`src/hdl/hbd_pkg.sv`:
```
// ----------------------------------------------------------------------------
// hbd_pkg
// Shared types, constants and a helper of the http body dechunker.
// ----------------------------------------------------------------------------
package hbd_pkg;

  localparam int COUNT_WIDTH = 32;
  localparam int BYTE_W      = 8;
  localparam int LEN_W       = 32;
  localparam int KIND_W      = 2;
  localparam int DIGIT_W     = 4;
  localparam int CFG_IDX_W   = 2;
  localparam int CFG_DATA_W  = 32;
  localparam int CMP_W       = (COUNT_WIDTH > LEN_W) ? COUNT_WIDTH : LEN_W;
  localparam int MAX_DIGITS  = 8;

  localparam logic [BYTE_W-1:0] CH_CR    = 8'h0D;
  localparam logic [BYTE_W-1:0] CH_SPACE = 8'h20;
  localparam logic [BYTE_W-1:0] CH_TAB   = 8'h09;

  localparam logic [CFG_IDX_W-1:0] REG_CHUNKED_MODE   = 2'd0;
  localparam logic [CFG_IDX_W-1:0] REG_CONTENT_LENGTH = 2'd1;

  typedef enum logic [3:0] {
    PH_LEAD   = 4'd0,
    PH_DIGITS = 4'd1,
    PH_EXT    = 4'd2,
    PH_LF     = 4'd3,
    PH_DATA   = 4'd4,
    PH_POST1  = 4'd5,
    PH_POST2  = 4'd6,
    PH_TRAIL  = 4'd7,
    PH_TLF    = 4'd8,
    PH_DONE   = 4'd9,
    PH_ERROR  = 4'd10
  } phase_t;

  typedef enum logic [KIND_W-1:0] {
    KIND_PAY  = 2'd0,
    KIND_LAST = 2'd1,
    KIND_END  = 2'd2,
    KIND_BAD  = 2'd3
  } kind_t;

  typedef struct packed {
    logic              is_hex;
    logic [DIGIT_W-1:0] value;
  } hex_t;

  // ascii hex digit decode
  function automatic hex_t hex_decode(input logic [BYTE_W-1:0] c);
    hex_t h;
    h.is_hex = 1'b0;
    h.value  = '0;
    if (c >= 8'h30 && c <= 8'h39) begin
      h.is_hex = 1'b1;
      h.value  = DIGIT_W'(c - 8'h30);
    end else if (c >= 8'h61 && c <= 8'h66) begin
      h.is_hex = 1'b1;
      h.value  = DIGIT_W'(c - 8'h57);
    end else if (c >= 8'h41 && c <= 8'h46) begin
      h.is_hex = 1'b1;
      h.value  = DIGIT_W'(c - 8'h37);
    end
    return h;
  endfunction

endpackage

```
`src/hdl/hbd_in_if.sv`:
```
// ----------------------------------------------------------------------------
// hbd_in_if
// Raw body byte channel with valid/ready handshake.
// ----------------------------------------------------------------------------
interface hbd_in_if;
  logic                       valid;
  logic                       ready;
  logic [hbd_pkg::BYTE_W-1:0] in_byte;

  modport source (output valid, output in_byte, input ready);
  modport sink   (input valid, input in_byte, output ready);
endinterface

```
`src/hdl/hbd_out_if.sv`:
```
// ----------------------------------------------------------------------------
// hbd_out_if
// Decoded result channel: payload byte and result kind.
// ----------------------------------------------------------------------------
interface hbd_out_if;
  logic                       valid;
  logic                       ready;
  logic [hbd_pkg::BYTE_W-1:0] data;
  logic [hbd_pkg::KIND_W-1:0] kind;

  modport source (output valid, output data, output kind, input ready);
  modport sink   (input valid, input data, input kind, output ready);
endinterface

```
`src/hdl/hbd_cfg_if.sv`:
```
// ----------------------------------------------------------------------------
// hbd_cfg_if
// Register write channel: register index and write data.
// ----------------------------------------------------------------------------
interface hbd_cfg_if;
  logic                           valid;
  logic                           ready;
  logic [hbd_pkg::CFG_IDX_W-1:0]  index;
  logic [hbd_pkg::CFG_DATA_W-1:0] wdata;

  modport source (output valid, output index, output wdata, input ready);
  modport sink   (input valid, input index, input wdata, output ready);
endinterface

```
`src/hdl/http_body_dechunker_core.sv`:
```
// ----------------------------------------------------------------------------
// http_body_dechunker_core
// Decodes an http message body, fixed length or chunked, one byte per word.
// ----------------------------------------------------------------------------
// path: an accepted byte waits in the input register; the decode step then writes
//   its result, if any, to the result register (input reg, result reg)
// throughput: one byte per cycle unless the result register is full and not
//   taken; the decode step between the two registers updates the parser state for each byte
// stall: an input word waits in the input register while the result register
//   is full and not taken
// reset: rst_n synchronous active low; clears parser state, config and valids
module http_body_dechunker_core (
  input  logic         clk,
  input  logic         rst_n,
  hbd_in_if.sink       in_ch,
  hbd_out_if.source    out_ch,
  hbd_cfg_if.sink      cfg_ch
);
  import hbd_pkg::*;

  // config registers
  logic             chunked_mode_r;
  logic [LEN_W-1:0] content_length_r;

  // input register
  logic              in_v_r;
  logic [BYTE_W-1:0] in_byte_r;

  // parser state
  phase_t                 phase_r, phase_nxt;
  logic [LEN_W-1:0]       remaining_r, remaining_nxt;
  logic [COUNT_WIDTH-1:0] passed_r, passed_nxt;
  logic [DIGIT_W-1:0]     digit_cnt_r, digit_cnt_nxt;
  logic                   line_empty_r, line_empty_nxt;

  // result register
  logic              out_v_r;
  logic [BYTE_W-1:0] out_data_r;
  kind_t             out_kind_r;

  logic              res_v;
  logic [BYTE_W-1:0] res_data;
  kind_t             res_kind;

  logic                   proc;
  logic                   in_take;
  hex_t                   hx;
  logic                   stopped;
  logic [COUNT_WIDTH-1:0] passed_inc;
  logic [LEN_W-1:0]       rem_dec;
  logic                   len_open;
  logic                   len_hit;

  assign proc    = in_v_r && (!out_v_r || out_ch.ready);
  assign in_take = !in_v_r || proc;

  assign in_ch.ready  = in_take;
  assign cfg_ch.ready = 1'b1;
  assign out_ch.valid = out_v_r;
  assign out_ch.data  = out_data_r;
  assign out_ch.kind  = out_kind_r;

  assign hx         = hex_decode(in_byte_r);
  assign stopped    = (phase_r == PH_DONE) || (phase_r == PH_ERROR);
  assign passed_inc = passed_r + COUNT_WIDTH'(1);
  assign rem_dec    = remaining_r - LEN_W'(1);
  assign len_open   = CMP_W'(passed_r) < CMP_W'(content_length_r);
  assign len_hit    = CMP_W'(passed_inc) == CMP_W'(content_length_r);

  // next state
  always_comb begin
    phase_nxt      = phase_r;
    remaining_nxt  = remaining_r;
    passed_nxt     = passed_r;
    digit_cnt_nxt  = digit_cnt_r;
    line_empty_nxt = line_empty_r;
    if (!stopped) begin
      if (!chunked_mode_r) begin
        if (len_open) begin
          passed_nxt = passed_inc;
          if (len_hit) begin
            phase_nxt = PH_DONE;
          end
        end
      end else begin
        unique case (phase_r)
          PH_LEAD: begin
            if (in_byte_r != CH_SPACE && in_byte_r != CH_TAB) begin
              if (!hx.is_hex) begin
                phase_nxt = PH_ERROR;
              end else begin
                remaining_nxt = LEN_W'(hx.value);
                digit_cnt_nxt = DIGIT_W'(1);
                phase_nxt     = PH_DIGITS;
              end
            end
          end
          PH_DIGITS: begin
            if (hx.is_hex) begin
              if (digit_cnt_r >= DIGIT_W'(MAX_DIGITS)) begin
                phase_nxt = PH_ERROR;
              end else begin
                remaining_nxt = {remaining_r[LEN_W-DIGIT_W-1:0], hx.value};
                digit_cnt_nxt = digit_cnt_r + DIGIT_W'(1);
              end
            end else if (in_byte_r == CH_CR) begin
              phase_nxt = PH_LF;
            end else begin
              phase_nxt = PH_EXT;
            end
          end
          PH_EXT: begin
            if (in_byte_r == CH_CR) begin
              phase_nxt = PH_LF;
            end
          end
          PH_LF: begin
            if (remaining_r == '0) begin
              line_empty_nxt = 1'b1;
              phase_nxt      = PH_TRAIL;
            end else begin
              phase_nxt = PH_DATA;
            end
          end
          PH_DATA: begin
            remaining_nxt = rem_dec;
            passed_nxt    = passed_inc;
            if (rem_dec == '0) begin
              phase_nxt = PH_POST1;
            end
          end
          PH_POST1: phase_nxt = PH_POST2;
          PH_POST2: begin
            digit_cnt_nxt = '0;
            phase_nxt     = PH_LEAD;
          end
          PH_TRAIL: begin
            if (in_byte_r == CH_CR) begin
              phase_nxt = PH_TLF;
            end else begin
              line_empty_nxt = 1'b0;
            end
          end
          PH_TLF: begin
            if (line_empty_r) begin
              phase_nxt = PH_DONE;
            end else begin
              line_empty_nxt = 1'b1;
              phase_nxt      = PH_TRAIL;
            end
          end
          default: phase_nxt = PH_ERROR;
        endcase
      end
    end
  end

  // result of the current byte
  always_comb begin
    res_v    = 1'b0;
    res_data = '0;
    res_kind = KIND_PAY;
    if (!stopped) begin
      if (!chunked_mode_r) begin
        if (len_open) begin
          res_v    = 1'b1;
          res_data = in_byte_r;
          res_kind = len_hit ? KIND_LAST : KIND_PAY;
        end
      end else begin
        unique case (phase_r)
          PH_LEAD: begin
            if (in_byte_r != CH_SPACE && in_byte_r != CH_TAB && !hx.is_hex) begin
              res_v    = 1'b1;
              res_kind = KIND_BAD;
            end
          end
          PH_DIGITS: begin
            if (hx.is_hex && digit_cnt_r >= DIGIT_W'(MAX_DIGITS)) begin
              res_v    = 1'b1;
              res_kind = KIND_BAD;
            end
          end
          PH_DATA: begin
            res_v    = 1'b1;
            res_data = in_byte_r;
          end
          PH_TLF: begin
            if (line_empty_r) begin
              res_v    = 1'b1;
              res_kind = KIND_END;
            end
          end
          default: res_v = 1'b0;
        endcase
      end
    end
  end

  always_ff @(posedge clk) begin
    if (!rst_n) begin
      chunked_mode_r   <= 1'b0;
      content_length_r <= '0;
    end else if (cfg_ch.valid) begin
      unique case (cfg_ch.index)
        REG_CHUNKED_MODE:   chunked_mode_r   <= cfg_ch.wdata[0];
        REG_CONTENT_LENGTH: content_length_r <= cfg_ch.wdata[LEN_W-1:0];
        default: ;
      endcase
    end
  end

  always_ff @(posedge clk) begin
    if (!rst_n) begin
      in_v_r <= 1'b0;
    end else if (in_take) begin
      in_v_r <= in_ch.valid;
    end
  end

  always_ff @(posedge clk) begin
    if (in_take && in_ch.valid) begin
      in_byte_r <= in_ch.in_byte;
    end
  end

  always_ff @(posedge clk) begin
    if (!rst_n) begin
      phase_r      <= PH_LEAD;
      remaining_r  <= '0;
      passed_r     <= '0;
      digit_cnt_r  <= '0;
      line_empty_r <= 1'b1;
    end else if (proc) begin
      phase_r      <= phase_nxt;
      remaining_r  <= remaining_nxt;
      passed_r     <= passed_nxt;
      digit_cnt_r  <= digit_cnt_nxt;
      line_empty_r <= line_empty_nxt;
    end
  end

  always_ff @(posedge clk) begin
    if (!rst_n) begin
      out_v_r <= 1'b0;
    end else if (proc && res_v) begin
      out_v_r <= 1'b1;
    end else if (out_ch.ready) begin
      out_v_r <= 1'b0;
    end
  end

  always_ff @(posedge clk) begin
    if (proc && res_v) begin
      out_data_r <= res_data;
      out_kind_r <= res_kind;
    end
  end

  // a failed or finished body stays so
  a_stop_sticky: assert property (@(posedge clk) disable iff (!rst_n)
    (phase_r == PH_DONE || phase_r == PH_ERROR) |=> $stable(phase_r))
    else $error("parser left a terminal phase");

  // an error word is only ever shown with the parser in error
  a_bad_means_error: assert property (@(posedge clk) disable iff (!rst_n)
    (out_v_r && out_kind_r == KIND_BAD) |-> phase_r == PH_ERROR)
    else $error("malformed result without error phase");

  // last byte of a length body ends the parse
  a_last_means_done: assert property (@(posedge clk) disable iff (!rst_n)
    (out_v_r && out_kind_r == KIND_LAST) |-> phase_r == PH_DONE)
    else $error("last byte result without done phase");

  a_digit_bound: assert property (@(posedge clk) disable iff (!rst_n)
    digit_cnt_r <= DIGIT_W'(MAX_DIGITS))
    else $error("size line digit count overflow");

  // input register only blocks while it holds a word
  a_ready_only_full: assert property (@(posedge clk) disable iff (!rst_n)
    !in_ch.ready |-> (in_v_r && out_v_r && !out_ch.ready))
    else $error("input stalled without a pending word");

endmodule

```
`src/flat_wrapper.sv`:
```
// flat-port wrapper written by rule: the top's interface ports become plain ports
module http_body_dechunker_core_flat import hbd_pkg::*;
  (clk, rst_n, in_ch_valid, in_ch_in_byte, in_ch_ready, out_ch_valid, out_ch_data, out_ch_kind, out_ch_ready, cfg_ch_valid, cfg_ch_index, cfg_ch_wdata, cfg_ch_ready);
  hbd_in_if in_ch_i ();
  hbd_out_if out_ch_i ();
  hbd_cfg_if cfg_ch_i ();
  input  logic clk;
  input  logic rst_n;
  input wire logic [$bits(in_ch_i.valid)-1:0] in_ch_valid;
  input wire logic [$bits(in_ch_i.in_byte)-1:0] in_ch_in_byte;
  output wire logic [$bits(in_ch_i.ready)-1:0] in_ch_ready;
  output wire logic [$bits(out_ch_i.valid)-1:0] out_ch_valid;
  output wire logic [$bits(out_ch_i.data)-1:0] out_ch_data;
  output wire logic [$bits(out_ch_i.kind)-1:0] out_ch_kind;
  input wire logic [$bits(out_ch_i.ready)-1:0] out_ch_ready;
  input wire logic [$bits(cfg_ch_i.valid)-1:0] cfg_ch_valid;
  input wire logic [$bits(cfg_ch_i.index)-1:0] cfg_ch_index;
  input wire logic [$bits(cfg_ch_i.wdata)-1:0] cfg_ch_wdata;
  output wire logic [$bits(cfg_ch_i.ready)-1:0] cfg_ch_ready;
  assign in_ch_i.valid = in_ch_valid;
  assign in_ch_i.in_byte = in_ch_in_byte;
  assign in_ch_ready = in_ch_i.ready;
  assign out_ch_valid = out_ch_i.valid;
  assign out_ch_data = out_ch_i.data;
  assign out_ch_kind = out_ch_i.kind;
  assign out_ch_i.ready = out_ch_ready;
  assign cfg_ch_i.valid = cfg_ch_valid;
  assign cfg_ch_i.index = cfg_ch_index;
  assign cfg_ch_i.wdata = cfg_ch_wdata;
  assign cfg_ch_ready = cfg_ch_i.ready;
  http_body_dechunker_core u_core (.clk(clk), .rst_n(rst_n), .in_ch(in_ch_i), .out_ch(out_ch_i), .cfg_ch(cfg_ch_i));
endmodule
```
`config.mk`:
```
export PLATFORM = sky130hd
export DESIGN_NAME = http_body_dechunker_core_flat
export DESIGN_NICKNAME = d
export VERILOG_FILES = /design/src/hdl/hbd_pkg.sv /design/src/hdl/hbd_in_if.sv /design/src/hdl/hbd_out_if.sv /design/src/hdl/hbd_cfg_if.sv /design/src/hdl/http_body_dechunker_core.sv /design/src/flat_wrapper.sv
export SDC_FILE = /design/constraint.sdc
export NUM_CORES = 1
export LEC_CHECK = 0
export BUFFER_PORTS_ARGS = -buffer_cell sky130_fd_sc_hd__buf_2
export CAP_MARGIN = 20
export CORE_AREA = 2 2 136 125
export CTS_CLUSTER_DIAMETER = 40
export CTS_CLUSTER_SIZE = 16
export DETAILED_ROUTE_END_ITERATION = 8
export DIE_AREA = 0 0 138 127
export PLACE_DENSITY = 0.71
export SYNTH_ARGS = -nofsm -noshare
export SYNTH_HDL_FRONTEND = slang
export SYNTH_SLANG_ARGS = --single-unit
```
`constraint.sdc`:
```
create_clock -name clk -period 6.7 [get_ports clk]
set_clock_uncertainty 0.1 [all_clocks]
set_input_delay 0.335 -clock clk [delete_from_list [all_inputs] [get_ports clk]]
set_output_delay 0.335 -clock clk [all_outputs]
set_load 0.01 [all_outputs]
```
# After elaboration in Yosys (flattened, before gate mapping)
# Cells that the tools add are included.
# op_classes
add_sub_neg	6
reduce_logical	32
n_eq_ne	27
n_bitwise	1
muxes	52
order_cmp	8
# ops
operator	n
2-to-1 mux 32 bit	7
one-hot mux 32 bit (3 select lines)	1
logical NOT 32 bit	2
2-to-1 mux 4 bit	15
one-hot mux 4 bit (9 select lines)	1
adder 32 x 1 -> 32 bit (second input constant)	1
== test 32 bit	1
less-than comparator 32 bit	1
subtractor 32 x 1 -> 32 bit (second input constant)	1
2-to-1 mux 8 bit	3
== test 4 x 3 -> 1 bit (second input constant)	4
>= comparator 8 x 7 -> 1 bit (second input constant)	2
<= comparator 8 x 7 -> 1 bit (second input constant)	2
AND reduction 8 bit	2
2-to-1 mux 5 bit	3
== test 4 bit (second input constant)	3
2-to-1 mux 1 bit	12
2-to-1 mux 2 bit	6
!= test 3 bit (second input constant)	4
one-hot mux 4 bit (3 select lines)	1
logical AND 1 bit	9
AND reduction 9 bit	1
nonzero test 3 bit	3
== test 4 x 2 -> 1 bit (second input constant)	2
other kinds (26)	39
# word_totals
regBits	126
output_inout_bits	13
inputBits	47

# Depth between registers and ports, before layout
# logic_depth
depth_word	13
ltp_mapped	12
mapped_depth_nobuf	11

# Worst setup path before layout
# OpenSTA, ideal clock, no wires.
# synth_timing
kind	flip-flop to flip-flop
start	register u_core.remaining_r[15]
end	register u_core.phase_r[0]
arrival_time_ns	3.186
required_time_ns	6.484
n_path_buf	2
path_slack_ns	3.298
path_stages_with_launch	12
synth_period_minus_slack_ns	3.402
path_cell_list	dfxtp_1 > buf_6 > or4_1 > or3_1 > buf_2 > nor4_4 > mux2_1 > nor4_1 > and4_1 > a21oi_2 > or4_1 > o211a_1
# synth_via
elab_chain_cells	4
# synth_lines
element	line_no	source
from (decl)	http_body_dechunker_core.sv:31	logic [LEN_W-1:0] remaining_r, remaining_nxt;
from (signal assigned)	http_body_dechunker_core.sv:236	remaining_r <= remaining_nxt;
subtractor 32 x 1 -> 32 bit / logical NOT 32 bit (equally long branches)	http_body_dechunker_core.sv:66, http_body_dechunker_core.sv:118	
logical NOT 32 bit / 2-to-1 mux 2 bit (equally long branches)	http_body_dechunker_core.sv:128, http_body_dechunker_core.sv:118	
!= test 3 bit (no line) / one-hot mux 4 bit (9 select lines) (equally long branches)	--	
AND reduction 9 bit (no line) / 2-to-1 mux 4 bit (equally long branches)	--	
to (signal assigned)	http_body_dechunker_core.sv:235	phase_r <= phase_nxt;
to (decl)	http_body_dechunker_core.sv:30	phase_t phase_r, phase_nxt;
# Parallel ways exist; a longest one is shown, timed or not.
# A chain may end at the register's enable or synchronous reset.

# Worst setup path in the final report
# layout_timing
start	register u_core.phase_r[1]
end	register u_core.passed_r[12]
# layout_via
elab_chain_cells	4
# layout_lines
element	line_no	source
parallel branches: the longest is 3 deep, another holds == test 4 x 3 -> 1 bit	--	
AND reduction 4 bit (no line) *	--	
to (signal assigned)	http_body_dechunker_core.sv:237	passed_r <= passed_nxt;
to (decl)	http_body_dechunker_core.sv:32	logic [COUNT_WIDTH-1:0] passed_r, passed_nxt;
# Every way passes the cells marked *.

==> impl_metrics.py <==
metrics = {
    "min_path": {
        "hold_path_startpoint": "cfg_ch_wdata[6]",
        "hold_path.class": "in2reg",
    },
    "die": {
        "design.die.area_um2": 17500,
        "placeableCoreArea_um2": 16000,
        "die_w_um": 138,
        "rows": 44,
        "floorplan.io_pins": 60,
        "die_height_um": 127,
        "start_util": 0.524,
    },
    "yosys": {
        "ys.flop_type": "dfxtp_1",
        "postSynth.asyncResetShare": 0,
        "yosys_warnings": 0,
        "synth.yosys.seq_area_share": 0.323,
        "yosys.cell_types.count": 76,
        "synth_top_cell_area_share": 0.258,
        "synth_top_cells_by_area": "dfxtp_1 26%, edfxtp_1 6.5%, ha_1 6.1%, xnor2_1 5.8%, nand2_1 5.7%",
        "synth_edf_count": 18,
        "netlist_area_um2": 8370,
        "synthesis.instances": 1076,
        "synth.avg_cell_area_um2": 7.78,
        "ys_ff_latch": 126,
        "yosys.area.top_type": "dfxtp_1",
        "total_nets_after_synthesis": 1164,
    },
    "worst_setup_path": {
        "critical_path.startpoint": "u_core.phase_r[1]",
        "cp-end-kind": "register",
        "critical_path_launch_point_type": "register",
        "r2r-start": "u_core.phase_r[1]",
        "arrival_ns": 4.05,
        "cp.required_ns": 6.94,
        "crit_path_max_fanout": 19,
        "crit_type": "reg2reg",
    },
    "pwr": {
        "power_frac_comb": 0.084,
        "p_leak_nw": 3.55,
        "intPower_mw": 1.48,
        "total_switching_power_uw": 455,
        "p_clk_frac": 0.501,
        "power_density_nw_per_um2": 205,
        "seq_power_share": 0.415,
        "switching_share": 0.235,
        "power.total_mw": 1.94,
        "ir_worst_vdd_v": 0.000186,
    },
    "drt": {
        "detail_route.wl_per_cell_um": 15.7,
        "ant_nets": 0,
        "routed-via-count": 7785,
        "drt_first_pass_iters": 5,
        "drcViolationCount": 0,
        "drt_first_iter_violations": 713,
        "vias_per_cell": 5.90,
        "totalWireLength_um": 20700,
    },
    "global_route": {
        "groute.usage.overall": 0.241,
        "grt_antenna_before_repair": 0,
        "total_congestion_overflow": 0,
        "global_route_wire_length_before_repair_um": 35200,
        "largest_net_degree_at_the_start_of_global_routing": 63,
        "first_global_vias": 7047,
    },
    "clocking": {
        "cts_inserted_buffers": 17,
        "clkSinkCount": 126,
        "htreeDepth": 4,
        "post-cts-setup-buffer-count": 0,
        "cts.reportedPaths.clkPinSlew_ns": 0.06,
        "ctsResizeCount": 0,
        "clkLatencyLatePin_ns": 0.43,
        "cts.root.buffer_cell": "clkbuf_16",
        "cts_tree": "yes",
        "clock_path_buffers": 2,
    },
    "final_layout": {
        "commonest_cells_after_routing_fill_and_taps_aside": "128 x nand2_1, 108 x dfxtp_1, 91 x nor2_1",
        "fin_util": 0.592,
        "antennaDiodeCount": 0,
        "final_net_count": 1187,
        "mostFrequentLayoutCell": "nand2_1",
        "drive_gt1_frac": 0.106,
        "areaGrowthSynthToFinish_pct": 12.9,
    },
    "sta": {
        "relSlewSlack": 0.312,
        "final.period_utilization": 0.567,
        "period_minus_slack_ns": 3.80,
        "setup_repair_after_global_routing_missed_its_margin": "no",
        "fmax_mhz": 263,
        "worst_slew_pin_slew_ns": 1.03,
        "setup_viol": 0,
        "slew_violations": 0,
        "final_hold_viol_count": 0,
        "totalNegativeSetupSlack_ns": 0,
    },
    "placement": {
        "port_buffers": 58,
        "post-dp-hpwl_um": 14500,
        "routability_cong": 0.878,
    },
    "outcome": {
        "run_status": "finished clean",
    },
    "job": {
        "cap_violations": 0,
    },
}
==> cell type report <==
| cell class | instances | area, um2 |
|---|---|---|
| sequential | 126 | 2700 |
| timing repair buffer | 76 | 465 |
| multi-input combinational | 820 | 5190 |
| tap | 207 | 259 |
| clock inverter | 12 | 168 |
| clock buffer | 20 | 447 |
| inverter | 58 | 218 |
| fill | 1506 | 6520 |
==> cell families (layout without fill, tap and decap cells) <==
family	count (synthesis)	count (layout)	synth area share
compound gates	244	244	0.193
xor+xnor	78	78	0.0816
fa+ha+maj	41	41	0.0613
buf+inv	130	166	0.0601
flops	126	126	0.323
mux	9	9	0.0109
other cells	1	1	0.000448
simple gates	447	447	0.270
==> per-layer routing <==
layer | wire [um] | global-route usage | share of wire | up-vias
met5 | 0 | 0 | 0 | -
met4 | 233 | 0.0726 | 0.011 | 0
met3 | 1290 | 0.0472 | 0.063 | 21
met2 | 8700 | 0.352 | 0.42 | 237
met1 | 10500 | 0.361 | 0.51 | 3662
li1 | - | - | - | 3865
==> cells in the mapped netlist, types with 12 or more instances <==
cell / instances
a21boi_0: 27
a21oi_1: 65
and2_1: 29
clkbuf_1: 65
dfxtp_1: 108
edfxtp_1: 18
ha_1: 41
inv_1: 57
nand2_1: 128
nand3_1: 35
nand4_1: 29
nor2_1: 91
nor3_1: 41
nor4_1: 16
o21ai_0: 52
or3_1: 12
xnor2_1: 55
xor2_1: 23
==> path summary, 6_finish.rpt <==
path                                                   end  slack [ns]  depth (start not counted)
worst max-delay path                   u_core.passed_r[12]        2.90                         10
worst min register to register  u_core.content_length_r[0]        0.36                          2
worst max register to register         u_core.passed_r[12]        2.90                         10
worst min-delay path            u_core.content_length_r[6]        0.04                          3
==> worst max-delay path: stages (launching register included) <==
cell and delay [ns]:
dfxtp_1 0.76, nor2b_1 0.16, o21ai_0 0.32, o31ai_1 0.12, a21oi_1 0.29, nand4_1 0.35, nor2_1 0.69, buf_4 0.34
nand2_1 0.14, or3_1 0.33, a21oi_1 0.14
==> power by group through the flow <==
stage	combinational, mW	sequential, mW	clock (mW)
6_report	0.162	0.804	0.969
5_1_grt	0.182	0.806	1.01
4_1_cts	0.161	0.804	0.980
3_5_place_dp	0.156	0.820	0
3_3_place_gp	0.154	0.820	0
2_1_floorplan	0.107	0.817	0
==> registers in the layout (all words and copies together), names as in the netlist <==
signal,count
u_core.passed_r,32
u_core.content_length_r,32
u_core.in_v_r,1
u_core.phase_r,4
u_core.remaining_r,32
u_core.out_ch.valid,1
u_core.chunked_mode_r,1
u_core.out_ch.data,8
u_core.digit_cnt_r,4
u_core.out_ch.kind,2
u_core.in_byte_r,8
u_core.line_empty_r,1
==> per-stage QoR <==
step,setup WS (ns),hold slack (ns),std cells,instance area (um2)
after detailed placement,2.93,0.358,1278,8720
after global placement,2.92,0.352,1278,8720
after floorplan,3.30,0.334,1076,8370
after global routing,2.55,0.0524,1319,9450
final,2.90,0.0447,1319,9450
after CTS,2.91,0.0405,1318,9420
==> repair_timing <==
item                                   CTS  global route
setup endpoints to repair                0             0
hold buffers                             8             0
endpoints found under the hold margin    8             0
(Power assumes the default switching activity.)
